<file path="src/design/bb3_pkg.sv">
// Types, constants and the reciprocal table of the 3x3 box blur unit.
package bb3_pkg;

  localparam int unsigned MAX_WIDTH_DEF = 1024;
  localparam int unsigned HEIGHT_LIMIT  = 4096;

  localparam int unsigned WIDTH_REG_W  = 11;
  localparam int unsigned HEIGHT_REG_W = 13;
  localparam int unsigned CFG_DATA_W   = 13;
  localparam int unsigned ROW_W        = 13;

  localparam int unsigned CHAN_W      = 8;
  localparam int unsigned NUM_CHAN    = 3;
  localparam int unsigned PIX_W       = CHAN_W * NUM_CHAN;
  localparam int unsigned SUM_W       = 12;
  localparam int unsigned CNT_W       = 4;
  localparam int unsigned NUM_W       = SUM_W + 1;
  localparam int unsigned RECIP_SHIFT = 17;
  localparam int unsigned RECIP_W     = RECIP_SHIFT;
  localparam int unsigned PROD_W      = NUM_W + RECIP_W;

  localparam logic [WIDTH_REG_W-1:0]  WIDTH_RESET  = 11'd1024;
  localparam logic [HEIGHT_REG_W-1:0] HEIGHT_RESET = 13'd768;

  typedef enum logic [0:0] {
    CFG_IMAGE_WIDTH  = 1'b0,
    CFG_IMAGE_HEIGHT = 1'b1
  } cfg_index_e;

  typedef enum logic [0:0] {
    OP_PIXEL = 1'b0,
    OP_FLUSH = 1'b1
  } op_e;

  typedef enum logic [2:0] {
    ST_IDLE,
    ST_READ,
    ST_DPRIME,
    ST_DREAD,
    ST_SUM,
    ST_MUL,
    ST_EMIT
  } state_e;

  // Commands from the controller to the datapath.
  typedef struct packed {
    logic px_load;
    logic rd_en;
    logic wr_en;
    logic shift_en;
    logic col_valid;
    logic col_clear;
    logic sum_en;
    logic mul_en;
    logic out_load;
    logic center_hi;
    logic top_ok;
    logic bottom_ok;
    logic last;
  } bb3_cmd_t;

  // Status from the datapath to the controller.
  typedef struct packed {
    logic out_free;
  } bb3_status_t;

  // ceil(2^17 / (2 * cnt)); exact floor division for numerators up to 4599.
  function automatic logic [RECIP_W-1:0] recip_lookup(input logic [CNT_W-1:0] cnt);
    logic [RECIP_W-1:0] r;
    unique case (cnt)
      4'd1:    r = 17'd65536;
      4'd2:    r = 17'd32768;
      4'd3:    r = 17'd21846;
      4'd4:    r = 17'd16384;
      4'd5:    r = 17'd13108;
      4'd6:    r = 17'd10923;
      4'd7:    r = 17'd9363;
      4'd8:    r = 17'd8192;
      4'd9:    r = 17'd7282;
      default: r = 17'd65536;
    endcase
    return r;
  endfunction

endpackage

</file>
<file path="src/design/bb3_ctrl.sv">
// Controller of the 3x3 box blur unit: frame position, registers and sequencing.
module bb3_ctrl import bb3_pkg::*; #(
  parameter int unsigned MAX_WIDTH = MAX_WIDTH_DEF,
  localparam int unsigned AW = (MAX_WIDTH > 1) ? $clog2(MAX_WIDTH) : 1,
  localparam int unsigned WW = $clog2(MAX_WIDTH + 1)
) (
  input  logic                  clk_i,
  input  logic                  rst_ni,
  input  logic                  in_valid_i,
  input  logic                  in_op_i,
  output logic                  in_ready_o,
  input  logic                  cfg_valid_i,
  input  logic                  cfg_index_i,
  input  logic [CFG_DATA_W-1:0] cfg_data_i,
  output logic                  cfg_ready_o,
  input  bb3_status_t           status_i,
  output bb3_cmd_t              cmd_o,
  output logic [AW-1:0]         rd_addr_o,
  output logic [AW-1:0]         wr_addr_o
);

  state_e                  state_q, state_d;
  logic [WIDTH_REG_W-1:0]  width_q, width_d;
  logic [HEIGHT_REG_W-1:0] height_q, height_d;
  logic [AW-1:0]           col_q, col_d;
  logic [ROW_W-1:0]        row_q, row_d;
  logic [WW-1:0]           drain_q, drain_d;
  logic                    pend2_q, pend2_d;
  logic                    center_hi_q, center_hi_d;
  logic                    top_ok_q, top_ok_d;
  logic                    bottom_ok_q, bottom_ok_d;
  logic                    last_q, last_d;

  logic [WW-1:0]    w_used;
  logic [ROW_W-1:0] h_used;
  logic [WW-1:0]    drain_nxt;
  logic             col_last;
  logic             frame_in;
  logic             drain_ok;
  logic             drain_more;
  logic             drain_last;
  logic             res1;
  logic             res2;

  // Registers clamped to their usable ranges.
  always_comb begin
    if (width_q == '0) begin
      w_used = WW'(1);
    end else if (32'(width_q) > MAX_WIDTH) begin
      w_used = WW'(MAX_WIDTH);
    end else begin
      w_used = WW'(width_q);
    end
    if (height_q == '0) begin
      h_used = ROW_W'(1);
    end else if (32'(height_q) > HEIGHT_LIMIT) begin
      h_used = ROW_W'(HEIGHT_LIMIT);
    end else begin
      h_used = ROW_W'(height_q);
    end
  end

  // Position tests.
  assign col_last   = (WW'(col_q) + WW'(1)) == w_used;
  assign frame_in   = row_q < h_used;
  assign drain_nxt  = drain_q + WW'(1);
  assign drain_ok   = !frame_in && (drain_q < w_used);
  assign drain_more = drain_nxt < w_used;
  assign drain_last = drain_nxt == w_used;
  assign res1       = (row_q != '0) && (col_q != '0);
  assign res2       = (row_q != '0) && col_last;

  // State and control registers.
  always_ff @(posedge clk_i or negedge rst_ni) begin
    if (!rst_ni) begin
      state_q     <= ST_IDLE;
      width_q     <= WIDTH_RESET;
      height_q    <= HEIGHT_RESET;
      col_q       <= '0;
      row_q       <= '0;
      drain_q     <= '0;
      pend2_q     <= 1'b0;
      center_hi_q <= 1'b0;
      top_ok_q    <= 1'b0;
      bottom_ok_q <= 1'b0;
      last_q      <= 1'b0;
    end else begin
      state_q     <= state_d;
      width_q     <= width_d;
      height_q    <= height_d;
      col_q       <= col_d;
      row_q       <= row_d;
      drain_q     <= drain_d;
      pend2_q     <= pend2_d;
      center_hi_q <= center_hi_d;
      top_ok_q    <= top_ok_d;
      bottom_ok_q <= bottom_ok_d;
      last_q      <= last_d;
    end
  end

  // Next state and commands.
  always_comb begin
    state_d     = state_q;
    width_d     = width_q;
    height_d    = height_q;
    col_d       = col_q;
    row_d       = row_q;
    drain_d     = drain_q;
    pend2_d     = pend2_q;
    center_hi_d = center_hi_q;
    top_ok_d    = top_ok_q;
    bottom_ok_d = bottom_ok_q;
    last_d      = last_q;
    cmd_o       = '0;
    rd_addr_o   = '0;
    wr_addr_o   = col_q;
    in_ready_o  = 1'b0;
    cfg_ready_o = 1'b0;

    unique case (state_q)
      ST_IDLE: begin
        cfg_ready_o = 1'b1;
        in_ready_o  = !cfg_valid_i;
        if (cfg_valid_i) begin
          // Any register write restarts the frame.
          col_d   = '0;
          row_d   = '0;
          drain_d = '0;
          unique case (cfg_index_e'(cfg_index_i))
            CFG_IMAGE_WIDTH:  width_d  = cfg_data_i[WIDTH_REG_W-1:0];
            CFG_IMAGE_HEIGHT: height_d = cfg_data_i[HEIGHT_REG_W-1:0];
            default: ;
          endcase
        end else if (in_valid_i) begin
          if (op_e'(in_op_i) == OP_PIXEL) begin
            // Pixels past the last row are dropped.
            if (frame_in) begin
              cmd_o.px_load = 1'b1;
              cmd_o.rd_en   = 1'b1;
              rd_addr_o     = col_q;
              state_d       = ST_READ;
            end
          end else if (drain_ok) begin
            cmd_o.rd_en = 1'b1;
            if (drain_q == '0) begin
              rd_addr_o = '0;
              state_d   = ST_DPRIME;
            end else begin
              rd_addr_o = drain_more ? drain_nxt[AW-1:0] : '0;
              state_d   = ST_DREAD;
            end
          end
        end
      end

      ST_READ: begin
        // Shift the window and update both line stores at this column.
        cmd_o.shift_en  = 1'b1;
        cmd_o.col_valid = 1'b1;
        cmd_o.col_clear = (col_q == '0);
        cmd_o.wr_en     = 1'b1;
        top_ok_d        = row_q >= ROW_W'(2);
        bottom_ok_d     = 1'b1;
        last_d          = 1'b0;
        center_hi_d     = !res1;
        pend2_d         = res1 && res2;
        if (col_last) begin
          col_d = '0;
          row_d = row_q + ROW_W'(1);
        end else begin
          col_d = col_q + AW'(1);
        end
        state_d = (res1 || res2) ? ST_SUM : ST_IDLE;
      end

      ST_DPRIME: begin
        // Load column zero for the first drain result.
        cmd_o.shift_en  = 1'b1;
        cmd_o.col_valid = 1'b1;
        cmd_o.col_clear = 1'b1;
        cmd_o.rd_en     = 1'b1;
        rd_addr_o       = drain_more ? drain_nxt[AW-1:0] : '0;
        state_d         = ST_DREAD;
      end

      ST_DREAD: begin
        cmd_o.shift_en  = 1'b1;
        cmd_o.col_valid = drain_more;
        center_hi_d     = 1'b0;
        top_ok_d        = h_used >= ROW_W'(2);
        bottom_ok_d     = 1'b0;
        last_d          = drain_last;
        pend2_d         = 1'b0;
        if (drain_last) begin
          col_d   = '0;
          row_d   = '0;
          drain_d = '0;
        end else begin
          drain_d = drain_nxt;
        end
        state_d = ST_SUM;
      end

      ST_SUM: begin
        cmd_o.sum_en = 1'b1;
        state_d      = ST_MUL;
      end

      ST_MUL: begin
        cmd_o.mul_en = 1'b1;
        state_d      = ST_EMIT;
      end

      ST_EMIT: begin
        if (status_i.out_free) begin
          cmd_o.out_load = 1'b1;
          if (pend2_q) begin
            // Row end: the result centered on the last column follows.
            pend2_d     = 1'b0;
            center_hi_d = 1'b1;
            state_d     = ST_SUM;
          end else begin
            state_d = ST_IDLE;
          end
        end
      end

      default: state_d = ST_IDLE;
    endcase

    cmd_o.center_hi = center_hi_q;
    cmd_o.top_ok    = top_ok_q;
    cmd_o.bottom_ok = bottom_ok_q;
    cmd_o.last      = last_q;
  end

endmodule

</file>
<file path="config.mk">
export PLATFORM = sky130hd
export DESIGN_NAME = bb3_ctrl
export DESIGN_NICKNAME = d
export VERILOG_FILES = /design/src/design/bb3_pkg.sv /design/src/design/bb3_ctrl.sv
export SDC_FILE = /design/constraint.sdc
export NUM_CORES = 1
export LEC_CHECK = 0
export ABC_AREA = 1
export BUFFER_PORTS_ARGS = -buffer_cell sky130_fd_sc_hd__buf_2
export CORE_ASPECT_RATIO = 0.5
export CORE_UTILIZATION = 60
export CTS_CLUSTER_DIAMETER = 120
export DETAILED_ROUTE_END_ITERATION = 7
export PLACE_DENSITY = 0.81
export SYNTH_ARGS = -nofsm -noshare
export SYNTH_HDL_FRONTEND = slang
export SYNTH_SLANG_ARGS = --single-unit
</file>
<file path="constraint.sdc">
create_clock -name clk_i -period 3.45 [get_ports clk_i]
set_input_delay 0 -clock clk_i [delete_from_list [all_inputs] [get_ports clk_i]]
set_output_delay 0 -clock clk_i [all_outputs]
set_load 0.01 [all_outputs]
</file>
Word-level counts from Yosys, hierarchy flattened
Index checks and enable logic that the tools add are counted.
Operators by class
  $add $sub $neg: 4
  magnitude comparators: 7
  eq/ne operators: 17
  multiplexer cells: 58
  bitwise gates (word level): 1
  reductions and logical operators: 28
Operators by type and width (count)
  2-to-1 mux 10 bit: 10
  2-to-1 mux 13 bit: 5
  2-to-1 mux 11 bit: 4
  one-hot mux 13 bit (3 select lines): 1
  one-hot mux 10 bit (3 select lines): 1
  greater-or-equal comparator 13 x 2 -> 1 bit, second input constant: 2
  2-to-1 mux 3 bit: 8
  == test 11 bit: 2
  zero test 11 bit: 2
  < comparator 11 bit: 2
  one-hot mux 11 bit (2 select lines): 1
  one-hot mux 3 bit (7 select lines): 1
  one-hot mux 10 bit (2 select lines): 1
  2-to-1 mux 1 bit: 15
  != test 2 bit, second input constant: 7
  adder 13 x 1 -> 13 bit, second input constant: 1
  greater-than comparator 13 bit, second input constant: 1
  zero test 13 bit: 1
  < comparator 13 bit: 1
  nonzero test 13 bit: 1
  AND reduction 3 bit: 4
  adder 10 x 1 -> 11 bit, second input constant: 1
  adder 11 x 1 -> 11 bit, second input constant: 1
  greater-than comparator 11 bit, second input constant: 1
  22 further kinds: 41
Storage, ports and cells
  bits in registers: 66
  input bits: 20
  output and inout port bits: 35

Longest topological paths before layout
Gate-level depths: netlist (run 1).
  depth after elaboration: 11
  depth in mapped cells: 23

Worst setup path before layout (run 1)
Ideal clock, no wire load.
  path type: register to register
  start: reg drain_q[2]
  end: reg row_q[2]
  library setup time: 76 ps
  arrival: 2810 ps
  data required time: 3374 ps
  path slack: 564 ps
  cell stages (with the launch flop): 18
  buffers on the path: 1
  clock period less this slack: 2886 ps
  path through: dfrtp_1 inv_1 nor3_1 nand3_1 nor2_1 inv_1 o21ai_0 inv_1 ha_1 nand2_1 nor2_1 nand4_1 nand2_1 o21ai_0 nor2_1 clkbuf_1 nand4_1 o21ai_1
Between the ends
  longest elaborated chain between the ends: 4
RTL lines
  start: declaration: RTL line bb3_ctrl.sv:27  | logic [WW-1:0] drain_q, drain_d;
  start signal: assignment: RTL line bb3_ctrl.sv:93  | drain_q <= drain_d;
  adder 11 x 1 -> 11 bit: RTL line bb3_ctrl.sv:66  | assign drain_nxt = drain_q + WW'(1);
  == test 11 bit: RTL line bb3_ctrl.sv:69  | assign drain_last = drain_nxt == w_used;
  != test 2 bit (no source line)
  AND reduction 4 bit (no source line)
  end signal: assignment: RTL line bb3_ctrl.sv:92  | row_q <= row_d;
  end: declaration: RTL line bb3_ctrl.sv:26  | logic [ROW_W-1:0] row_q, row_d;
Every way passes these cells.
A chain may end at the register's enable or synchronous reset.

Worst setup path in the final report (run 1)
  start: reg drain_q[0]
  end: out rd_addr_o[5]
Between the ends
  longest elaborated chain between the ends: 9
RTL lines
  adder 11 x 1 -> 11 bit: RTL line bb3_ctrl.sv:66
  < comparator 11 bit: RTL line bb3_ctrl.sv:68  | assign drain_more = drain_nxt < w_used;
  2-to-1 mux 10 bit: RTL line bb3_ctrl.sv:150, bb3_ctrl.sv:183
  2-to-1 mux 10 bit: RTL line bb3_ctrl.sv:146  | if (drain_q == '0) begin
  2-to-1 mux 10 bit: RTL line bb3_ctrl.sv:144  | end else if (drain_ok) begin
  2-to-1 mux 10 bit: RTL line bb3_ctrl.sv:136  | if (op_e'(in_op_i) == OP_PIXEL) begin
  2-to-1 mux 10 bit: RTL line bb3_ctrl.sv:135  | end else if (in_valid_i) begin
  2-to-1 mux 10 bit: RTL line bb3_ctrl.sv:125  | if (cfg_valid_i) begin
  one-hot mux 10 bit (2 select lines) *: RTL line bb3_ctrl.sv:121  | unique case (state_q)
  end: declaration: RTL line bb3_ctrl.sv:18  | output logic [AW-1:0] rd_addr_o,
Mark *: on every way between the ends. The rest lies on a longest branch, timed or not.

==> flow_metrics.py, run 1 <==
metrics = {
    "yosys": {
        "ys_warn_count": 0,
        "avgSynthCellArea_um2": 7.32,
        "synth_edf_count": 0,
        "synth.top_cell.area_share_pct": 32.3,
        "yosys-top-cells-area": "dfrtp_1 32%, nand2_1 14%, ha_1 10%, inv_1 6.5%, nor2_1 4.9%",
        "yosys.area.top_type": "dfrtp_1",
        "syn_inst": 668,
        "synth_cell_types": 38,
        "synth.ff_latch_count": 66,
        "ys_seq_area_share_pct": 33.9,
        "async_flop_share_pct": 100,
        "synth_area_mm2": 0.00489,
        "syn_nets": 729,
        "synth-main-ff-cell": "dfrtp_1",
    },
    "critical_path": {
        "r2r_slack_ns": 0.25,
        "start_kind": "register",
        "crit_path_end_kind": "output pin",
        "setup.worst_path.start": "drain_q[0]$_DFFE_PN0P_",
        "r2r-start": "width_q[2]$_DFFE_PN0P_",
        "cp_max_fo": 10,
        "crit_type": "reg -> out",
        "reg2regPathDepth": 16,
        "cp_data_required_time_ns": 3.45,
        "r2r_end": "row_q[4]$_DFFE_PN0P_",
        "cp.arrival_ns": 3.27,
    },
    "cts": {
        "cts_tree": "yes",
        "clk_latency_ns": 0.35,
        "root_buffer": "clkbuf_16",
        "clkSlewWorstSetupHoldPaths_ns": 0.06,
        "cts_buffer_depth": 2,
        "clock-sinks": 66,
        "numCtsBuffers": 9,
        "cts_htree_levels": 3,
    },
    "placement": {
        "numPortBuffers": 54,
        "dpl_cell_area_mm2": 0.00525,
        "gp_congestion": 0.916,
        "dp_slack_ns": 0.114,
        "dp_hpwl_um": 9850,
    },
    "sta": {
        "fin_worst_skew_ns": 0.00820,
        "drv_slew": 0,
        "fmax_mhz": 306,
        "relSlewSlack_pct": 37.9,
        "worst_pin_slew_ns": 0.932,
        "final.setup.tns_ns": 0,
        "setup_ws_ns": 0.183,
        "period_share_pct": 94.7,
        "fin_crit_ns": 3.27,
        "setup_viol": 0,
        "hold_violations": 0,
    },
    "worst_hold_path": {
        "hold_end": "state_q[0]$_DFFE_PN0P_",
        "min_path_cells": 4,
        "hold_path.class": "in -> reg",
        "hold_path.startpoint": "cfg_valid_i",
    },
    "floorplanning": {
        "io_pins": 55,
        "die_x_um": 130,
        "core_mm2": 0.00760,
        "die_y_um": 65.8,
        "fp.dieArea_mm2": 0.00853,
        "initial_core_util_pct": 64.3,
        "std_cell_rows": 22,
    },
    "outcome": {
        "outcome": "complete, no violations",
    },
    "detailed_routing": {
        "avgViaCountPerCell": 5.80,
        "drc_errors": 0,
        "vias": 4966,
        "ant_nets": 0,
        "drt-wirelength-per-cell_um": 16.0,
        "drt_iter0_drc": 415,
        "drt-pass1-iter-count": 6,
        "routed_wl_um": 13700,
    },
    "finish": {
        "fin_area_mm2": 0.00581,
        "drive_gt1_share_pct": 17.2,
        "diodes": 0,
        "nNetsFinal": 804,
        "area_growth_pct": 18.8,
    },
    "global_routing": {
        "grt_max_degree": 41,
        "grt_first_pass_wirelength_um": 21700,
        "grt_overflow": 0,
        "antenna_found_initial": 0,
        "grt.total_usage_pct": 33.9,
        "grt_pass1_vias": 4446,
    },
    "power": {
        "power.leakage_nw": 3.01,
        "power_per_cell_area_mw_per_mm2": 723,
        "ir_drop_v": 0.000519,
    },
    "job": {
        "drv_cap": 0,
    },
}
worst max-delay path, cell delays in order (launching register included):
cell,delay [ns]
dfrtp_1,0.43
ha_1,0.23
nand3_1,0.17
nor3_4,0.21
nand3_1,0.12
nor2_1,0.13
xor2_1,0.20
inv_1,0.07
ha_1,0.31
nand2_1,0.10
nor2_1,0.06
nand3_1,0.08
o2111ai_1,0.17
o21bai_4,0.30
o21ai_1,0.19
buf_2,0.15
how the worst max path moves through the flow:
stage / to / slack, ns / cells after the start
floorplan: row_q[2]$_DFFE_PN0P_ / 0.56 / 17
global placement: row_q[8]$_DFFE_PN0P_ / 0.26 / 17
detailed placement: row_q[5]$_DFFE_PN0P_ / 0.11 / 17
CTS: rd_addr_o[0] / 0.04 / 20
global route: rd_addr_o[2] / -0.03 / 15
finish: rd_addr_o[5] / 0.18 / 15
state kept, by name, summed over array words and instances (netlist names), 3 cells and up:
signal,flops
height_q,13
state_q,3
width_q,11
drain_q,11
row_q,13
wr_addr_o,10
metal layers:
metal | up-vias | GRT usage [%] | share of wire (%)
met1 | 2343 | 46.7 | 44
met5 | - | 0 | 0
li1 | 2353 | - | -
met2 | 234 | 54.6 | 45
met4 | 0 | 9.59 | 2.2
met3 | 36 | 6.63 | 8.8
stage by stage:
step	total power [mW]	std cells	util, %	hold WS (ns)
floorplan	2.56	668	-	-0.296
global placement	2.96	820	69.0	0.184
detailed placement	3.03	820	69.0	0.189
CTS	4.00	851	75.1	0.0124
global route	4.47	856	76.4	0.0727
finish	4.20	856	76.4	0.0271
Yosys cell counts (13+ instances only):
| master | number |
|---|---|
| nand2_1 | 180 |
| inv_1 | 85 |
| nor2_1 | 64 |
| dfrtp_1 | 63 |
| nand3_1 | 42 |
| o21ai_0 | 42 |
| ha_1 | 41 |
| mux2_2 | 20 |
| a21oi_1 | 19 |
| xor2_1 | 19 |
| nand4_1 | 13 |
| o22ai_1 | 13 |
cells by family after synthesis:
family	count (synthesis)	share of synthesized area, %
and+or+nand+nor	325	28.2
buffers and inverters	106	8.96
AOI/OAI and AO/OA	90	10.3
DFF	66	33.9
adders and majority gates	41	10.5
xor gates and xnor gates	20	3.58
muxes	20	4.61
power by group:
group	internal, mW	total, mW	switching, mW
combinational	0.718	2.08	1.36
sequential	0.976	1.18	0.199
clock	0.580	0.947	0.367
total	2.27	4.20	1.92
placed cells by master (no fill, tap or decap), drive strengths merged:
cell type | Yosys | layout
a211oi | 2 | 2
a21oi | 19 | 19
a31oi | 1 | 1
buf | 12 | 64
bufinv | 0 | 1
clkbuf | 6 | 10
clkinv | 0 | 3
clkinvlp | 0 | 1
dfrtp | 63 | 63
dfstp | 3 | 3
dlygate4sd3 | 0 | 15
ha | 41 | 41
inv | 88 | 89
mux2 | 20 | 20
nand2 | 181 | 181
nand3 | 44 | 44
nand3b | 2 | 2
nand4 | 13 | 13
nor2 | 67 | 70
nor3 | 11 | 11
nor3b | 2 | 2
nor4 | 4 | 4
o2111ai | 1 | 1
o211ai | 2 | 2
o21ai | 46 | 46
o21bai | 2 | 2
o221ai | 1 | 1
o22ai | 13 | 13
o31ai | 3 | 3
or2 | 1 | 1
xnor2 | 1 | 1
xor2 | 19 | 19
final cells by class:
type                    count  area [um2]
multi-input cells         499        2880
fillers                   600        1790
flip-flops and latches     66        1660
repair buffers             79         499
inverters                  88         330
clock buffers              10         239
well taps                 108         135
clock inverters             6        65.1
what timing repair did:
item                                    CTS  global route
setup buffers                             0             2
endpoints found under the setup margin   10            24
gates cloned                              0             3
resized for setup                         3            22
hold endpoints to repair                 63             0
pin swaps                                 0             3
hold buffers                             15             0
Power figures use the tool's default switching activity.
==> run 2, diff against run 1 <==
- REMOVE_ABC_BUFFERS: not set -> 1
- SETUP_SLACK_MARGIN: not set -> 0.4
- SLEW_MARGIN: not set -> 15
==> flow_metrics.py, run 2 (synthesis gave the netlist of run 1 again) <==
metrics = {
    "outcome": {
        "outcome": "complete, no violations",
    },
    "floorplanning": {
        "core_mm2": 0.00760,
        "io_pins": 55,
        "die_y_um": 65.8,
        "fp.dieArea_mm2": 0.00853,
        "std_cell_rows": 22,
        "initial_core_util_pct": 64.3,
        "die_x_um": 130,
    },
    "critical_path": {
        "r2r-start": "width_q[8]$_DFFE_PN0P_",
        "r2r_end": "row_q[12]$_DFFE_PN0P_",
        "crit_path_end": "rd_addr_o[4]",
        "crit_type": "reg -> out",
        "r2r_slack_ns": 0.22,
        "reg2regPathDepth": 15,
        "cp.arrival_ns": 3.34,
        "cp_max_fo": 5,
        "crit_path_end_kind": "output pin",
        "critPathSlowestCell": "dfrtp_2",
        "path_delay_family": "simple AND/OR/NAND/NOR gates",
        "cp_data_required_time_ns": 3.45,
        "crit_chain": "nor2_2, nand2_2, o21bai_2, nand2_2, ha_1, nand3b_1, nand2_1, nand2_1, nand2_1, nand2_1, nand2_1, nand2_1, nand2_1, a21oi_2, nand2_2, nor2_4, o21bai_4, o21ai_0, buf_2",
        "cp_common_cell": "nand2_1",
        "setup.worst_path.start": "width_q[8]$_DFFE_PN0P_",
        "path_buf_inv": 1,
        "cp.depth": 19,
        "start_kind": "register",
        "slowest_delay_ns": 0.46,
    },
    "cts": {
        "clk_latency_ns": 0.35,
        "clkSlewWorstSetupHoldPaths_ns": 0.06,
        "cts_tree": "yes",
        "cts_buffer_depth": 2,
        "cts_htree_levels": 3,
        "numCtsBuffers": 9,
        "clock-sinks": 66,
        "root_buffer": "clkbuf_16",
    },
    "job": {
        "drv_cap": 0,
    },
    "global_routing": {
        "grt_overflow": 0,
        "antenna_found_initial": 1,
        "grt.total_usage_pct": 36.1,
        "gr-usage-met2_pct": 58.8,
        "grt_max_degree": 38,
        "grt_first_pass_wirelength_um": 23000,
        "gr-usage-met3_pct": 8.66,
        "met1_usage_pct": 46.6,
        "grt_pass1_vias": 4721,
        "busiest_layer": "met2",
    },
    "power": {
        "p_sw_share_pct": 47.1,
        "power_frac_comb_pct": 56.8,
        "power.leakage_nw": 3.27,
        "p_int_mw": 2.62,
        "finalPower_mw": 4.95,
        "seq_power_share_pct": 24.0,
        "ir_drop_v": 0.000448,
        "clock_power_share_pct": 19.2,
        "power_per_cell_area_mw_per_mm2": 763,
        "p_sw_mw": 2.33,
    },
    "detailed_routing": {
        "vias": 5599,
        "drt-wirelength-per-cell_um": 19.6,
        "ant_nets": 0,
        "avgViaCountPerCell": 6.26,
        "routed_wl_um": 17500,
        "drc_errors": 0,
        "drt_iter0_drc": 786,
        "drt-pass1-iter-count": 7,
    },
    "sta": {
        "setup_ws_ns": 0.112,
        "worst_pin_slew_ns": 0.916,
        "drv_slew": 0,
        "rsz0062_at_grt": "true",
        "hold_violations": 0,
        "period_share_pct": 96.7,
        "relSlewSlack_pct": 38.9,
        "final.setup.tns_ns": 0,
        "setup_viol": 0,
        "fin_worst_skew_ns": 0.00604,
        "fin_crit_ns": 3.34,
        "fmax_mhz": 300,
    },
    "placement": {
        "dpl_cell_area_mm2": 0.00525,
        "dp_hpwl_um": 9820,
        "numPortBuffers": 54,
        "gp_congestion": 0.953,
        "dp_slack_ns": 0.158,
    },
    "finish": {
        "utilization_pct": 85.5,
        "fin_area_mm2": 0.00649,
        "top_regs": "height_q (13), row_q (13)",
        "drive_gt1_share_pct": 28.6,
        "layout.cells.most_common": "nand2_1",
        "nNetsFinal": 842,
        "final_cell_mix": "163 x nand2_1, 83 x inv_1, 61 x dfrtp_1, 55 x buf_2, 53 x nor2_1",
        "diodes": 0,
        "area_growth_pct": 32.9,
    },
    "worst_hold_path": {
        "hold_path.class": "in -> reg",
    },
}
run 2: cell count changes in the layout (fill, tap and decap cells not counted), moves of 6 or more:
| cell | previous run | this run |
|---|---|---|
| buf_4 | 9 | 39 |
| ha_1 | 41 | 30 |
| ha_4 | 0 | 10 |
| nand2_1 | 178 | 163 |
| nand2_2 | 3 | 13 |
| nand3_1 | 42 | 34 |
| nand3_2 | 2 | 10 |
| nor2_1 | 63 | 53 |
| nor2_2 | 3 | 9 |
run 2: worst min-delay path: stages:
cell     delay, ns
buf_2         0.11
a21oi_1       0.10
nand3_1       0.10
nand2_1       0.05
run 2: cell type report:
cell class	count	area [um2]
Multi-Input combinational cell	501	3270
Sequential cell	66	1660
Fill cell	415	1100
Timing Repair Buffer	114	774
Inverter	88	348
Clock buffer	10	239
Tap cell	108	135
Clock inverter	6	65.1
Timing Repair inverter	1	5.00
run 2: what timing repair did:
item,in CTS,in global routing
pin swaps,10,37
gates cloned,2,6
buffers inserted,17,18
gates resized for setup,34,77
endpoints found under the setup margin,25,38
hold endpoints to repair,60,0
hold buffers,15,0
run 2: metal layers:
metal	part of all wire, %	routed length (um)
met3	12	2120
met4	4.7	825
met1	39	6770
met5	0.074	13
met2	45	7820
run 2: how the worst min path moves through the flow:
| stage | start | to | slack [ns] | cells after the start |
|---|---|---|---|---|
| final | cfg_valid_i | state_q[1]$_DFFE_PN0P_ | 0.04 | 4 |
| after global routing | cfg_valid_i | state_q[0]$_DFFE_PN0P_ | 0.07 | 4 |
| after CTS | cfg_valid_i | state_q[1]$_DFFE_PN0P_ | 0.04 | 4 |
| after detailed placement | rst_ni | height_q[11]$_DFFE_PN0P_ | 0.16 | 1 |
| after global placement | rst_ni | height_q[11]$_DFFE_PN0P_ | 0.16 | 1 |
| after floorplan | rst_ni | bottom_ok_q$_DFFE_PN0P_ | -0.30 | 0 |
run 2: through the flow:
step / hold slack (ns) / instances
2_1_floorplan: -0.296 / 650
3_3_place_gp: 0.159 / 820
3_5_place_dp: 0.162 / 820
4_1_cts: 0.0432 / 870
5_1_grt: 0.0683 / 894
6_report: 0.0434 / 894
run 2: power by group through the flow:
stage	Clock [mW]	Combinational (mW)	Sequential, mW
detailed placement	0	1.85	1.17
CTS	0.944	2.09	1.15
global placement	0	1.81	1.16
finish	0.953	2.81	1.19
global route	0.979	2.98	1.20
floorplan	0	1.31	1.13
